`src/hdl/tti_pkg.sv`:
```
// ----------------------------------------------------------------------------
// tti_pkg
// Shared types, codes and limit table for the text-to-integer parser.
// ----------------------------------------------------------------------------
package tti_pkg;

  // One input item: a character and its end-of-string mark.
  typedef struct packed {
    logic [7:0] ch;
    logic       last;
  } in_item_t;

  // One result item.
  typedef struct packed {
    logic [63:0] value;
    logic        valid_res;
    logic        overflowed;
  } out_item_t;

  // Configuration register indexes
  localparam logic [1:0] CFG_HEX_MODE      = 2'd0;
  localparam logic [1:0] CFG_TARGET_SIGNED = 2'd1;
  localparam logic [1:0] CFG_TARGET_WIDE   = 2'd2;

  typedef struct packed {
    logic hex_mode;
    logic target_signed;
    logic target_wide;
  } cfg_t;

  // Parse phases
  localparam logic [1:0] PH_SPACE   = 2'd0;
  localparam logic [1:0] PH_DIGITS  = 2'd1;
  localparam logic [1:0] PH_STOPPED = 2'd2;

  // Stop reasons
  localparam logic [1:0] STOP_NONE     = 2'd0;
  localparam logic [1:0] STOP_BAD      = 2'd1;
  localparam logic [1:0] STOP_OVERFLOW = 2'd2;

  // Character codes
  localparam logic [7:0] CH_SPACE = 8'h20;
  localparam logic [7:0] CH_TAB   = 8'h09;
  localparam logic [7:0] CH_CR    = 8'h0D;
  localparam logic [7:0] CH_MINUS = 8'h2D;
  localparam logic [7:0] CH_PLUS  = 8'h2B;
  localparam logic [7:0] CH_ZERO  = 8'h30;
  localparam logic [7:0] CH_NINE  = 8'h39;
  localparam logic [7:0] CH_LO_A  = 8'h61;
  localparam logic [7:0] CH_LO_F  = 8'h66;
  localparam logic [7:0] CH_UP_A  = 8'h41;
  localparam logic [7:0] CH_UP_F  = 8'h46;
  localparam logic [7:0] CH_LO_X  = 8'h78;
  localparam logic [7:0] CH_UP_X  = 8'h58;

  // Parser state carried from character to character.
  typedef struct packed {
    logic [1:0]  phase;
    logic [63:0] acc;       // magnitude so far
    logic [63:0] nacc;      // two's complement negation of acc
    logic        neg;
    logic        saw_space;
    logic [1:0]  digit_count;
    logic [1:0]  stop_kind;
  } parse_state_t;

  localparam parse_state_t STATE_RESET = '{
    phase: PH_SPACE, acc: 64'd0, nacc: 64'd0, neg: 1'b0,
    saw_space: 1'b0, digit_count: 2'd0, stop_kind: STOP_NONE
  };

  // Magnitude limits per target and sign.
  localparam logic [63:0] LIM_HEX_POS = 64'h0000_0000_FFFF_FFFF;
  localparam logic [63:0] LIM_HEX_NEG = 64'h0000_0000_8000_0000;
  localparam logic [63:0] LIM_S32_POS = 64'h0000_0000_7FFF_FFFF;
  localparam logic [63:0] LIM_S32_NEG = 64'h0000_0000_8000_0000;
  localparam logic [63:0] LIM_S64_POS = 64'h7FFF_FFFF_FFFF_FFFF;
  localparam logic [63:0] LIM_S64_NEG = 64'h8000_0000_0000_0000;
  localparam logic [63:0] LIM_U32_POS = 64'h0000_0000_FFFF_FFFF;
  localparam logic [63:0] LIM_U64_POS = 64'hFFFF_FFFF_FFFF_FFFF;

  localparam logic [63:0] Q_HEX_POS = LIM_HEX_POS / 64'd16;
  localparam logic [63:0] Q_HEX_NEG = LIM_HEX_NEG / 64'd16;
  localparam logic [63:0] Q_S32_POS = LIM_S32_POS / 64'd10;
  localparam logic [63:0] Q_S32_NEG = LIM_S32_NEG / 64'd10;
  localparam logic [63:0] Q_S64_POS = LIM_S64_POS / 64'd10;
  localparam logic [63:0] Q_S64_NEG = LIM_S64_NEG / 64'd10;
  localparam logic [63:0] Q_U32_POS = LIM_U32_POS / 64'd10;
  localparam logic [63:0] Q_U64_POS = LIM_U64_POS / 64'd10;

  localparam logic [3:0] R_HEX_POS = 4'(LIM_HEX_POS % 64'd16);
  localparam logic [3:0] R_HEX_NEG = 4'(LIM_HEX_NEG % 64'd16);
  localparam logic [3:0] R_S32_POS = 4'(LIM_S32_POS % 64'd10);
  localparam logic [3:0] R_S32_NEG = 4'(LIM_S32_NEG % 64'd10);
  localparam logic [3:0] R_S64_POS = 4'(LIM_S64_POS % 64'd10);
  localparam logic [3:0] R_S64_NEG = 4'(LIM_S64_NEG % 64'd10);
  localparam logic [3:0] R_U32_POS = 4'(LIM_U32_POS % 64'd10);
  localparam logic [3:0] R_U64_POS = 4'(LIM_U64_POS % 64'd10);

  localparam logic [63:0] NLIM_HEX = 64'd0 - LIM_HEX_NEG;
  localparam logic [63:0] NLIM_S32 = 64'd0 - LIM_S32_NEG;
  localparam logic [63:0] NLIM_S64 = 64'd0 - LIM_S64_NEG;

  typedef struct packed {
    logic [63:0] lim;   // saturated magnitude
    logic [63:0] nlim;  // its negation, used when the sign is minus
    logic [63:0] q;     // lim / base
    logic [3:0]  r;     // lim % base
  } limit_t;

  function automatic limit_t limit_of(cfg_t cfg, logic neg);
    limit_t l;
    l = '0;
    if (cfg.hex_mode) begin
      if (neg) l = '{lim: LIM_HEX_NEG, nlim: NLIM_HEX, q: Q_HEX_NEG, r: R_HEX_NEG};
      else     l = '{lim: LIM_HEX_POS, nlim: 64'd0, q: Q_HEX_POS, r: R_HEX_POS};
    end else if (cfg.target_signed) begin
      if (cfg.target_wide) begin
        if (neg) l = '{lim: LIM_S64_NEG, nlim: NLIM_S64, q: Q_S64_NEG, r: R_S64_NEG};
        else     l = '{lim: LIM_S64_POS, nlim: 64'd0, q: Q_S64_POS, r: R_S64_POS};
      end else begin
        if (neg) l = '{lim: LIM_S32_NEG, nlim: NLIM_S32, q: Q_S32_NEG, r: R_S32_NEG};
        else     l = '{lim: LIM_S32_POS, nlim: 64'd0, q: Q_S32_POS, r: R_S32_POS};
      end
    end else if (neg) begin
      l = '{lim: 64'd0, nlim: 64'd0, q: 64'd0, r: 4'd0};
    end else if (cfg.target_wide) begin
      l = '{lim: LIM_U64_POS, nlim: 64'd0, q: Q_U64_POS, r: R_U64_POS};
    end else begin
      l = '{lim: LIM_U32_POS, nlim: 64'd0, q: Q_U32_POS, r: R_U32_POS};
    end
    return l;
  endfunction

endpackage

```
`src/hdl/tti_step.sv`:
```
// ----------------------------------------------------------------------------
// tti_step
// Next-state and result logic for one character of the parser.
// ----------------------------------------------------------------------------
module tti_step (
  input  tti_pkg::cfg_t         cfg,
  input  tti_pkg::parse_state_t st,
  input  tti_pkg::in_item_t     item,
  output tti_pkg::parse_state_t st_nxt,
  output tti_pkg::out_item_t    result
);
  import tti_pkg::*;

  logic          is_blank;
  logic          is_dec;
  logic          is_hex_alpha;
  logic          is_digit;
  logic [3:0]    dval;
  logic          is_x;
  limit_t        lim;
  logic          over;
  logic [63:0]   acc_mul;
  logic [63:0]   nacc_mul;
  logic [63:0]   dext;
  logic [63:0]   mask;
  parse_state_t  s;
  logic          take;
  logic          ok;

  assign is_blank     = (item.ch == CH_SPACE) || (item.ch >= CH_TAB && item.ch <= CH_CR);
  assign is_dec       = (item.ch >= CH_ZERO) && (item.ch <= CH_NINE);
  assign is_hex_alpha = ((item.ch >= CH_LO_A) && (item.ch <= CH_LO_F)) ||
                        ((item.ch >= CH_UP_A) && (item.ch <= CH_UP_F));
  assign is_digit     = is_dec || (cfg.hex_mode && is_hex_alpha);
  assign dval         = is_dec ? item.ch[3:0] : item.ch[3:0] + 4'd9;
  assign dext         = {60'd0, dval};
  assign is_x         = (item.ch == CH_LO_X) || (item.ch == CH_UP_X);

  // Sign only changes before the first digit, so the current sign is the one
  // that applies to this digit.
  assign lim  = limit_of(cfg, st.neg);
  assign over = (st.acc > lim.q) || ((st.acc == lim.q) && (dval > lim.r));

  // Scale by the radix with shifts and adds.
  assign acc_mul  = cfg.hex_mode ? ({st.acc[59:0], 4'd0} + dext)
                                 : ({st.acc[60:0], 3'd0} + {st.acc[62:0], 1'b0} + dext);
  assign nacc_mul = cfg.hex_mode ? ({st.nacc[59:0], 4'd0} - dext)
                                 : ({st.nacc[60:0], 3'd0} + {st.nacc[62:0], 1'b0} - dext);

  assign mask = (!cfg.hex_mode && cfg.target_wide) ? {64{1'b1}} : {32'd0, {32{1'b1}}};

  always_comb begin
    s    = st;
    take = 1'b0;
    case (st.phase)
      PH_SPACE: begin
        if (is_blank) begin
          s.saw_space = 1'b1;
        end else if (item.ch == CH_MINUS) begin
          s.neg   = 1'b1;
          s.phase = PH_DIGITS;
        end else if (item.ch == CH_PLUS) begin
          s.phase = PH_DIGITS;
        end else begin
          s.phase = PH_DIGITS;
          take    = 1'b1;
        end
      end
      PH_DIGITS: take = 1'b1;
      default:   take = 1'b0;
    endcase

    if (take) begin
      if (cfg.hex_mode && (st.digit_count == 2'd1) && (st.acc == 64'd0) &&
          is_x && !item.last) begin
        s.digit_count = 2'd2;
      end else if (!is_digit) begin
        s.phase     = PH_STOPPED;
        s.stop_kind = STOP_BAD;
      end else if (over) begin
        s.acc       = lim.lim;
        s.nacc      = lim.nlim;
        s.phase     = PH_STOPPED;
        s.stop_kind = STOP_OVERFLOW;
      end else begin
        s.acc  = acc_mul;
        s.nacc = nacc_mul;
        if (st.digit_count != 2'd2) begin
          s.digit_count = st.digit_count + 2'd1;
        end
      end
    end

    ok = !s.saw_space && (s.stop_kind == STOP_NONE) && (s.digit_count != 2'd0) &&
         (s.phase != PH_SPACE);
    result.value      = (s.neg ? s.nacc : s.acc) & mask;
    result.valid_res  = ok;
    result.overflowed = (s.stop_kind == STOP_OVERFLOW);

    // Drop back to the start state once the string ends.
    st_nxt = item.last ? STATE_RESET : s;
  end

endmodule

```
`src/hdl/text_to_integer_parser.sv`:
```
// ----------------------------------------------------------------------------
// text_to_integer_parser
// Streaming saturating string-to-integer parser, one character per item.
// ----------------------------------------------------------------------------
// Usage:
//   Characters enter on the in_ channel (in_valid / in_stall, payload in_data
//   with ch and last). Every character is one item; the item with last set
//   closes the string and produces exactly one result item on the out_
//   channel (out_valid / out_stall, payload out_data: value, valid_res,
//   overflowed). Other characters produce no result.
//   Configuration (hex_mode, target_signed, target_wide) is written through
//   cfg_valid / cfg_ready with cfg_index and cfg_data; cfg_ready is always
//   high. Write it only while no string is in flight.
//   Order: an accepted character is held in the input register, then the
//   step logic updates the parser state; a final character also loads the
//   result register, which drives out_valid, once that register is free.
//   Throughput: one character per cycle while in_stall is low, as the step
//   logic moves each character from the input register into the state and
//   result registers.
//   Stall: a closing character waits in the input register while an earlier
//   result is still held by out_stall; in_stall rises only in that case.
//   Reset (rst_n low, synchronous): registers return to hex_mode 0,
//   target_signed 1, target_wide 0; parser state is cleared and no item is
//   held on either side.
// ----------------------------------------------------------------------------
module text_to_integer_parser (
  input  logic               clk,
  input  logic               rst_n,
  input  logic               in_valid,
  output logic               in_stall,
  input  tti_pkg::in_item_t  in_data,
  output logic               out_valid,
  input  logic               out_stall,
  output tti_pkg::out_item_t out_data,
  input  logic               cfg_valid,
  output logic               cfg_ready,
  input  logic [1:0]         cfg_index,
  input  logic               cfg_data
);
  import tti_pkg::*;

  cfg_t         cfg_r;
  cfg_t         cfg_nxt;
  logic         s1_valid_r;
  logic         s1_valid_nxt;
  in_item_t     s1_data_r;
  parse_state_t st_r;
  parse_state_t st_nxt;
  out_item_t    step_result;
  logic         out_valid_r;
  logic         out_valid_nxt;
  out_item_t    out_data_r;
  logic         in_accept;
  logic         s1_adv;
  logic         cfg_write;

  // Configuration registers: always ready, out-of-range indexes are dropped.
  assign cfg_ready = 1'b1;
  assign cfg_write = cfg_valid && cfg_ready;

  always_comb begin
    cfg_nxt = cfg_r;
    if (cfg_write) begin
      unique case (cfg_index)
        CFG_HEX_MODE:      cfg_nxt.hex_mode      = cfg_data;
        CFG_TARGET_SIGNED: cfg_nxt.target_signed = cfg_data;
        CFG_TARGET_WIDE:   cfg_nxt.target_wide   = cfg_data;
        default:           cfg_nxt = cfg_r;
      endcase
    end
  end

  // A held item advances unless it closes a string and the result slot is
  // still occupied by a stalled item.
  assign s1_adv    = s1_valid_r && !(s1_data_r.last && out_valid_r && out_stall);
  assign in_stall  = s1_valid_r && !s1_adv;
  assign in_accept = in_valid && !in_stall;

  always_comb begin
    s1_valid_nxt = s1_valid_r;
    if (in_accept) begin
      s1_valid_nxt = 1'b1;
    end else if (s1_adv) begin
      s1_valid_nxt = 1'b0;
    end
  end

  tti_step u_step (
    .cfg    (cfg_r),
    .st     (st_r),
    .item   (s1_data_r),
    .st_nxt (st_nxt),
    .result (step_result)
  );

  // Result slot: load on a closing character, hold while stalled.
  assign out_valid_nxt = (s1_adv && s1_data_r.last) ? 1'b1 : (out_valid_r && out_stall);

  always_ff @(posedge clk) begin
    if (!rst_n) begin
      cfg_r       <= '{hex_mode: 1'b0, target_signed: 1'b1, target_wide: 1'b0};
      s1_valid_r  <= 1'b0;
      st_r        <= STATE_RESET;
      out_valid_r <= 1'b0;
    end else begin
      cfg_r       <= cfg_nxt;
      s1_valid_r  <= s1_valid_nxt;
      out_valid_r <= out_valid_nxt;
      if (s1_adv) begin
        st_r <= st_nxt;
      end
    end
  end

  always_ff @(posedge clk) begin
    if (in_accept) begin
      s1_data_r <= in_data;
    end
    if (s1_adv && s1_data_r.last) begin
      out_data_r <= step_result;
    end
  end

  assign out_valid = out_valid_r;
  assign out_data  = out_data_r;

  // A clean result never carries the overflow flag.
  assert property (@(posedge clk) disable iff (!rst_n)
    out_valid_r |-> !(out_data_r.valid_res && out_data_r.overflowed))
    else $error("result both valid and overflowed");

  // Input backpressure only comes from a blocked closing character.
  assert property (@(posedge clk) disable iff (!rst_n)
    in_stall |-> (s1_valid_r && s1_data_r.last && out_valid_r && out_stall))
    else $error("input stalled without a blocked result");

  // Parser state restarts after every closing character.
  assert property (@(posedge clk) disable iff (!rst_n)
    (s1_adv && s1_data_r.last) |=> (st_r.phase == PH_SPACE) && (st_r.acc == 64'd0)
                                   && (st_r.stop_kind == STOP_NONE))
    else $error("parser state not cleared after string end");

  // A result that was stalled is still offered and unchanged.
  assert property (@(posedge clk) disable iff (!rst_n)
    (out_valid_r && out_stall) |=> out_valid_r && $stable(out_data_r))
    else $error("stalled result lost or changed");

endmodule

```
`config.mk`:
```
export PLATFORM = sky130hd
export DESIGN_NAME = text_to_integer_parser
export DESIGN_NICKNAME = d
export VERILOG_FILES = /design/src/hdl/tti_pkg.sv /design/src/hdl/tti_step.sv /design/src/hdl/text_to_integer_parser.sv
export SDC_FILE = /design/constraint.sdc
export NUM_CORES = 1
export LEC_CHECK = 0
export BUFFER_PORTS_ARGS = -buffer_cell sky130_fd_sc_hd__buf_2
export CAP_MARGIN = 10
export CORE_MARGIN = 2
export CORE_UTILIZATION = 40
export DETAILED_ROUTE_END_ITERATION = 8
export SLEW_MARGIN = 25
export SYNTH_ARGS = -nofsm -noshare
export SYNTH_HDL_FRONTEND = slang
export SYNTH_SLANG_ARGS = --single-unit
export TNS_END_PERCENT = 5
```
`constraint.sdc`:
```
create_clock -name clk -period 6.9 [get_ports clk]
set_input_delay 1.035 -clock clk [delete_from_list [all_inputs] [get_ports clk]]
set_output_delay 1.035 -clock clk [all_outputs]
set_load 0.1 [all_outputs]
```
# --- Word level (Yosys, flattened, before mapping) ---
# Cells that the tools add are included.
word_totals:
  regBits: 216
  in_bits: 17
  output_inout_bits: 69
  word_cells: 131
classes:
  add_sub_neg: 8
  order_cmp: 10
  n_eq_ne: 12
  n_mux: 41
  n_bitwise: 1
  reduce_logical: 42
op_table:
  columns: ["op", "count"]
  rows:
  - ["$mux 196", 6]
  - ["$mux 130", 2]
  - ["$mux 128", 2]
  - ["$mux 64", 4]
  - ["$mux 164", 1]
  - ["$mux 163", 1]
  - ["$mux 136", 1]
  - ["$add 64x4->64", 2]
  - ["$add 64x64->64", 2]
  - ["$sub 64x4->64", 2]
  - ["$and 64x64->64", 1]
  - ["$eq 64x64->1", 1]
  - ["$gt 64x64->1", 1]
  - ["$logic_not 64->1", 1]
  - ["$eq 8x6->1 const B", 3]
  - ["$mux 2", 12]
  - ["$logic_and 1x1->1", 21]
  - ["$eq 8x7->1 const B", 2]
  - ["$ge 8x7->1 const B", 2]
  - ["$le 8x7->1 const B", 2]
  - ["$mux 1", 9]
  - ["$ge 8x4->1 const B", 1]
  - ["$ge 8x6->1 const B", 1]
  - ["$le 8x4->1 const B", 1]
  - ["14 further kinds", 33]

# --- Longest topological paths before layout ---
depth:
  ltp_word: 15
  depth_mapped: 22
  depth_no_buf: 22

# --- Cells and area by module ---
# From an unflattened synthesis, not the netlist that was laid out.
hier_totals:
  cells_unflattened: 3389
  hier_area_um2: 25174.1
by_module_without_submodules:
  columns: ["mod", "instances", "cells_per_inst", "area_each_um2", "seq_area_each_um2"]
  rows:
  - ["tti_step", 1, 2699, 17315.4, 0.0]
  - ["text_to_integer_parser", 1, 690, 7858.8, 5074.9]

# --- Worst setup path before layout ---
# Ideal clock, no wire load.
synth_timing:
  path_kind: "reg2reg"
  start: "register cfg_r[2] (netlist bit)"
  end: "register out_data_r, in the netlist out_data[59], data pin"
  setup_time_ps: 256
  arrival_ps: 4762
  t_required_ps: 6644
  path_slack_ps: 1882
  path_stages_with_launch: 22
  path_buffers: 6
  synth_period_minus_slack_ps: 5018
  cell_sequence: "dfxtp_1 > clkbuf_1 > clkbuf_1 > clkbuf_1 > clkbuf_1 > clkbuf_1 > nor2_1 > nand2_1 > and2_1 > ha_1 > o211ai_1 > a21oi_1 > o311ai_0 > nand2_1 > a2111oi_0 > nand2_1 > and2_1 > buf_2 > or4_1 > o221ai_1 > o221ai_1 > o211a_1"
synth_lines:
  columns: ["item", "line", "text"]
  rows:
  - ["start, declared", "text_to_integer_parser.sv:42", "cfg_t cfg_r;"]
  - ["start signal, assigned", "text_to_integer_parser.sv:101", "cfg_r <= '{hex_mode: 1'b0, target_signed: 1'b1, target_wide: 1'b0};"]
  - ["start signal, assigned", "text_to_integer_parser.sv:106", "cfg_r <= cfg_nxt;"]
  - ["end signal, assigned", "text_to_integer_parser.sv:120", "out_data_r <= step_result;"]
  - ["end, declared", "text_to_integer_parser.sv:52", "out_item_t out_data_r;"]

==> insert_results.sql <==
INSERT INTO impl_metrics (metric_group, metric, value, unit) VALUES
('synthesis', 'compound_gate_fraction_of_synth_area', '28.0', '%'),
('grt', 'first_global_vias', '23146', ''),
('clock_network', 'tritoncts_clock_tree', 'yes', ''),
('route', 'drcViolationCount', '0', ''),
('clock_network', 'inserted_clock_buffers', '26', ''),
('min_path', 'min-delay-path-class', 'reg2reg', ''),
('synthesis', 'synth-xor-area-share', '5.83', '%'),
('route', 'vias_per_cell', '6.31', ''),
('placed_design', 'gp_congestion', '0.962', ''),
('route', 'num_vias', '24675', ''),
('setup_path', 'endpoint_kind', 'register', ''),
('cells_and_area', 'final_cell_mix', 'nand2_1 (330), ha_1 (313), a21oi_1 (244)', ''),
('clock_network', 'worstSkewPairLatency', '0.57', 'ns'),
('power_and_ir_drop', 'ir_worst_vdd', '0.000162', 'V'),
('grt', 'global_route.usage.total', '29.1', '%'),
('route', 'routed_wire_length_per_instance', '23.6', 'um'),
('synthesis', 'mean_post_synth_cell_area', '7.59', 'sq um'),
('sta', 'timing.clock.skew', '0.0179', 'ns'),
('grt', 'antenna_violations_before_repair', '1', ''),
('synthesis', 'asyncSetResetFlopFracSynth', '0', '%'),
('clock_network', 'clock-root-buffer', 'clkbuf_16', ''),
('cells_and_area', 'antennaDiodeCount', '0', ''),
('cells_and_area', 'instances_no_fill', '3911', ''),
('synthesis', 'synth_enable_flop_cells', '75', ''),
('sta', 'max_clock_freq', '161', 'MHz'),
('setup_path', 'worst_ep_arrival_time', '6.51', 'ns'),
('floorplanning', 'die_area', '61700', 'sq um'),
('power_and_ir_drop', 'p_leak', '11.3', 'nW'),
('synthesis', 'simple_gate_share_of_the_synthesized_area', '20.2', '%'),
('run_status', 'outcome', 'finished, final reports clean', ''),
('floorplanning', 'number_of_top_level_pins', '86', ''),
('synthesis', 'synth.ff_latch_count', '216', ''),
('sta', 'max_slew_violations', '0', ''),
('clock_network', 'cts.clk_slew.worst_paths', '0.06', 'ns'),
('floorplanning', 'die_height', '248', 'um'),
('setup_path', 'cp_slowest_stage_delay', '0.66', 'ns'),
('clock_network', 'cts.repair.resized', '0', ''),
('setup_path', 'timing.rr.end', 'out_data[46]', ''),
('sta', 'hold_violations', '0', ''),
('cells_and_area', 'most_common_cell_after_layout_fill_and_taps_aside', 'nand2_1', ''),
('setup_path', 'timing.critical_path.required', '7.19', 'ns'),
('route', 'drt_first_pass_iters', '6', ''),
('synthesis', 'post_synth_fa_ha_maj_area_fraction', '16.6', '%'),
('setup_path', 'worstPathCellList', 'inv_1 > ha_1 > nor2_1 > a21oi_1 > nor3b_1 > a21oi_1 > inv_1 > ha_1 > ha_1 > inv_1 > fa_1 > nor2b_1 > o31a_1 > a31oi_1 > a211oi_1 > o21ai_0 > nand2_1 > nor2_1 > o21ba_2 > mux2_2 > o21ai_0 > o22ai_1', ''),
('setup_path', 'timing.reg2reg.worst_path_depth', '22', ''),
('cells_and_area', 'num-nets-final', '3450', ''),
('cells_and_area', 'layout-area-overhead-vs-synth', '7.93', '%'),
('placed_design', 'numPortBuffers', '84', ''),
('sta', 'timing.max_slew.rel_slack', '29.4', '%'),
('synthesis', 'post_synth_mux_area_share', '1.56', '%'),
('clock_network', 'cts.path.max_buffers', '3', ''),
('synthesis', 'seq_area_frac_synth', '21.2', '%'),
('setup_path', 'r2r-start', 's1_data_r[1]', ''),
('sta', 'grt_setup_unrepaired', 'no', ''),
('sta', 'setup_viol', '0', ''),
('clock_network', 'h_tree_level_count', '1', ''),
('synthesis', 'synthesis.yosys.warnings', '0', ''),
('synthesis', 'syn_inst', '3146', ''),
('synthesis', 'synth.cell_area', '23900', 'sq um'),
('route', 'wl', '92200', 'um'),
('placed_design', 'post_dp_hpwl', '70500', 'um'),
('setup_path', 'critPathKind', 'reg2reg', ''),
('power_and_ir_drop', 'power.density', '141', 'nW/um^2'),
('synthesis', 'synth.lib_cells_used.distinct', '89', ''),
('setup_path', 'crit_path_to', 'out_data[46]', ''),
('floorplanning', 'die_x', '248', 'um'),
('setup_path', 'crit_path_max_fanout', '7', ''),
('route', 'detail_route.iter0.violations', '2644', ''),
('floorplanning', 'initial_core_util', '40.5', '%'),
('synthesis', 'synth_fp_nets', '3478', ''),
('setup_path', 'crit_path_start_kind', 'register', '');
-- synthesized netlist by cell type, types with 46 or more instances --
library cell,number,area share [%]
inv_1,228,3.6
a21o_1,72,2.3
nand4_1,52,1.4
a21oi_1,245,5.1
edfxtp_1,75,9.4
ha_1,313,16
nor3_1,78,1.6
clkbuf_1,147,2.3
a211oi_1,54,1.7
dfxtp_1,141,12
o21ai_0,233,4.9
nand3_1,63,1.3
xor2_1,46,1.7
and2_1,54,1.4
xnor2_1,111,4.1
nor2b_1,56,1.5
nor2_1,194,3.0
o211ai_1,46,1.4
nand2_1,332,5.2
-- power breakdown --
| group | switching, mW | internal [mW] |
|---|---|---|
| Combinational | 0.611 | 0.299 |
| Sequential | 0.0211 | 1.33 |
| Clock | 0.616 | 0.754 |
-- cell type report --
cell class,count,area [sq um]
Multi-Input combinational cell,2523,17300
Timing Repair Buffer,123,751
Fill cell,6000,33200
Clock inverter,10,67.6
Clock buffer,38,747
Inverter,228,856
Tap cell,773,967
Sequential cell,216,5080
-- logic make-up (layout without fill, tap and decap cells) --
| group | after synthesis | count (layout) |
|---|---|---|
| buffers and inverters | 407 | 399 |
| AND/OR/NAND/NOR | 986 | 986 |
| AO/OA/AOI/OAI | 1027 | 1027 |
| flip-flops | 216 | 216 |
| multiplexers | 35 | 35 |
| other | 1 | 1 |
| XOR/XNOR | 158 | 158 |
| adder cells (fa/ha/maj) | 316 | 316 |
-- per-layer routing --
| layer | track usage (%) | wire [um] |
|---|---|---|
| met5 | 0 | 0 |
| met4 | 11.5 | 3810 |
| met3 | 3.62 | 7120 |
| met2 | 43.6 | 38800 |
| met1 | 42.1 | 42500 |
-- metrics by stage --
step                utilization (%)  area (sq um)  power [mW]  setup WS (ns)
detailed placement             42.3         25000        2.26          0.899
CTS                            43.7         25800        3.61          0.851
finish                         43.7         25800        3.63          0.680
global placement               42.3         25000        2.26           1.04
global route                   43.7         25800        3.75          0.237
floorplan                         -         23900        2.01           1.88
-- critical path: cells and delay by family (launching register included) --
| kind | cells | cell delay (ns) |
|---|---|---|
| AO/OA/AOI/OAI | 9 | 2.71 |
| adder cells (fa/ha/maj) | 4 | 1.03 |
| flip-flops | 1 | 0.49 |
| AND/OR/NAND/NOR | 5 | 0.87 |
| multiplexers | 1 | 0.33 |
| buffers and inverters | 3 | 0.51 |
-- state kept, by name, summed over array words and instances, names as in the netlist --
signal	count
st_r	136
out_data	66
s1_data_r	9
out_valid	1
s1_valid_r	1
cfg_r	3
-- worst min path at each step --
stage / start / cells past startpoint / endpoint / slack, ns
floorplan: st_r[69] / 2 / st_r[69] / 0.43
global placement: st_r[69] / 2 / st_r[69] / 0.45
detailed placement: st_r[69] / 2 / st_r[69] / 0.45
CTS: st_r[69] / 2 / st_r[69] / 0.46
global route: st_r[69] / 2 / st_r[69] / 0.49
finish: st_r[69] / 2 / st_r[69] / 0.46
Note: power is estimated with default switching activity, not from simulation.
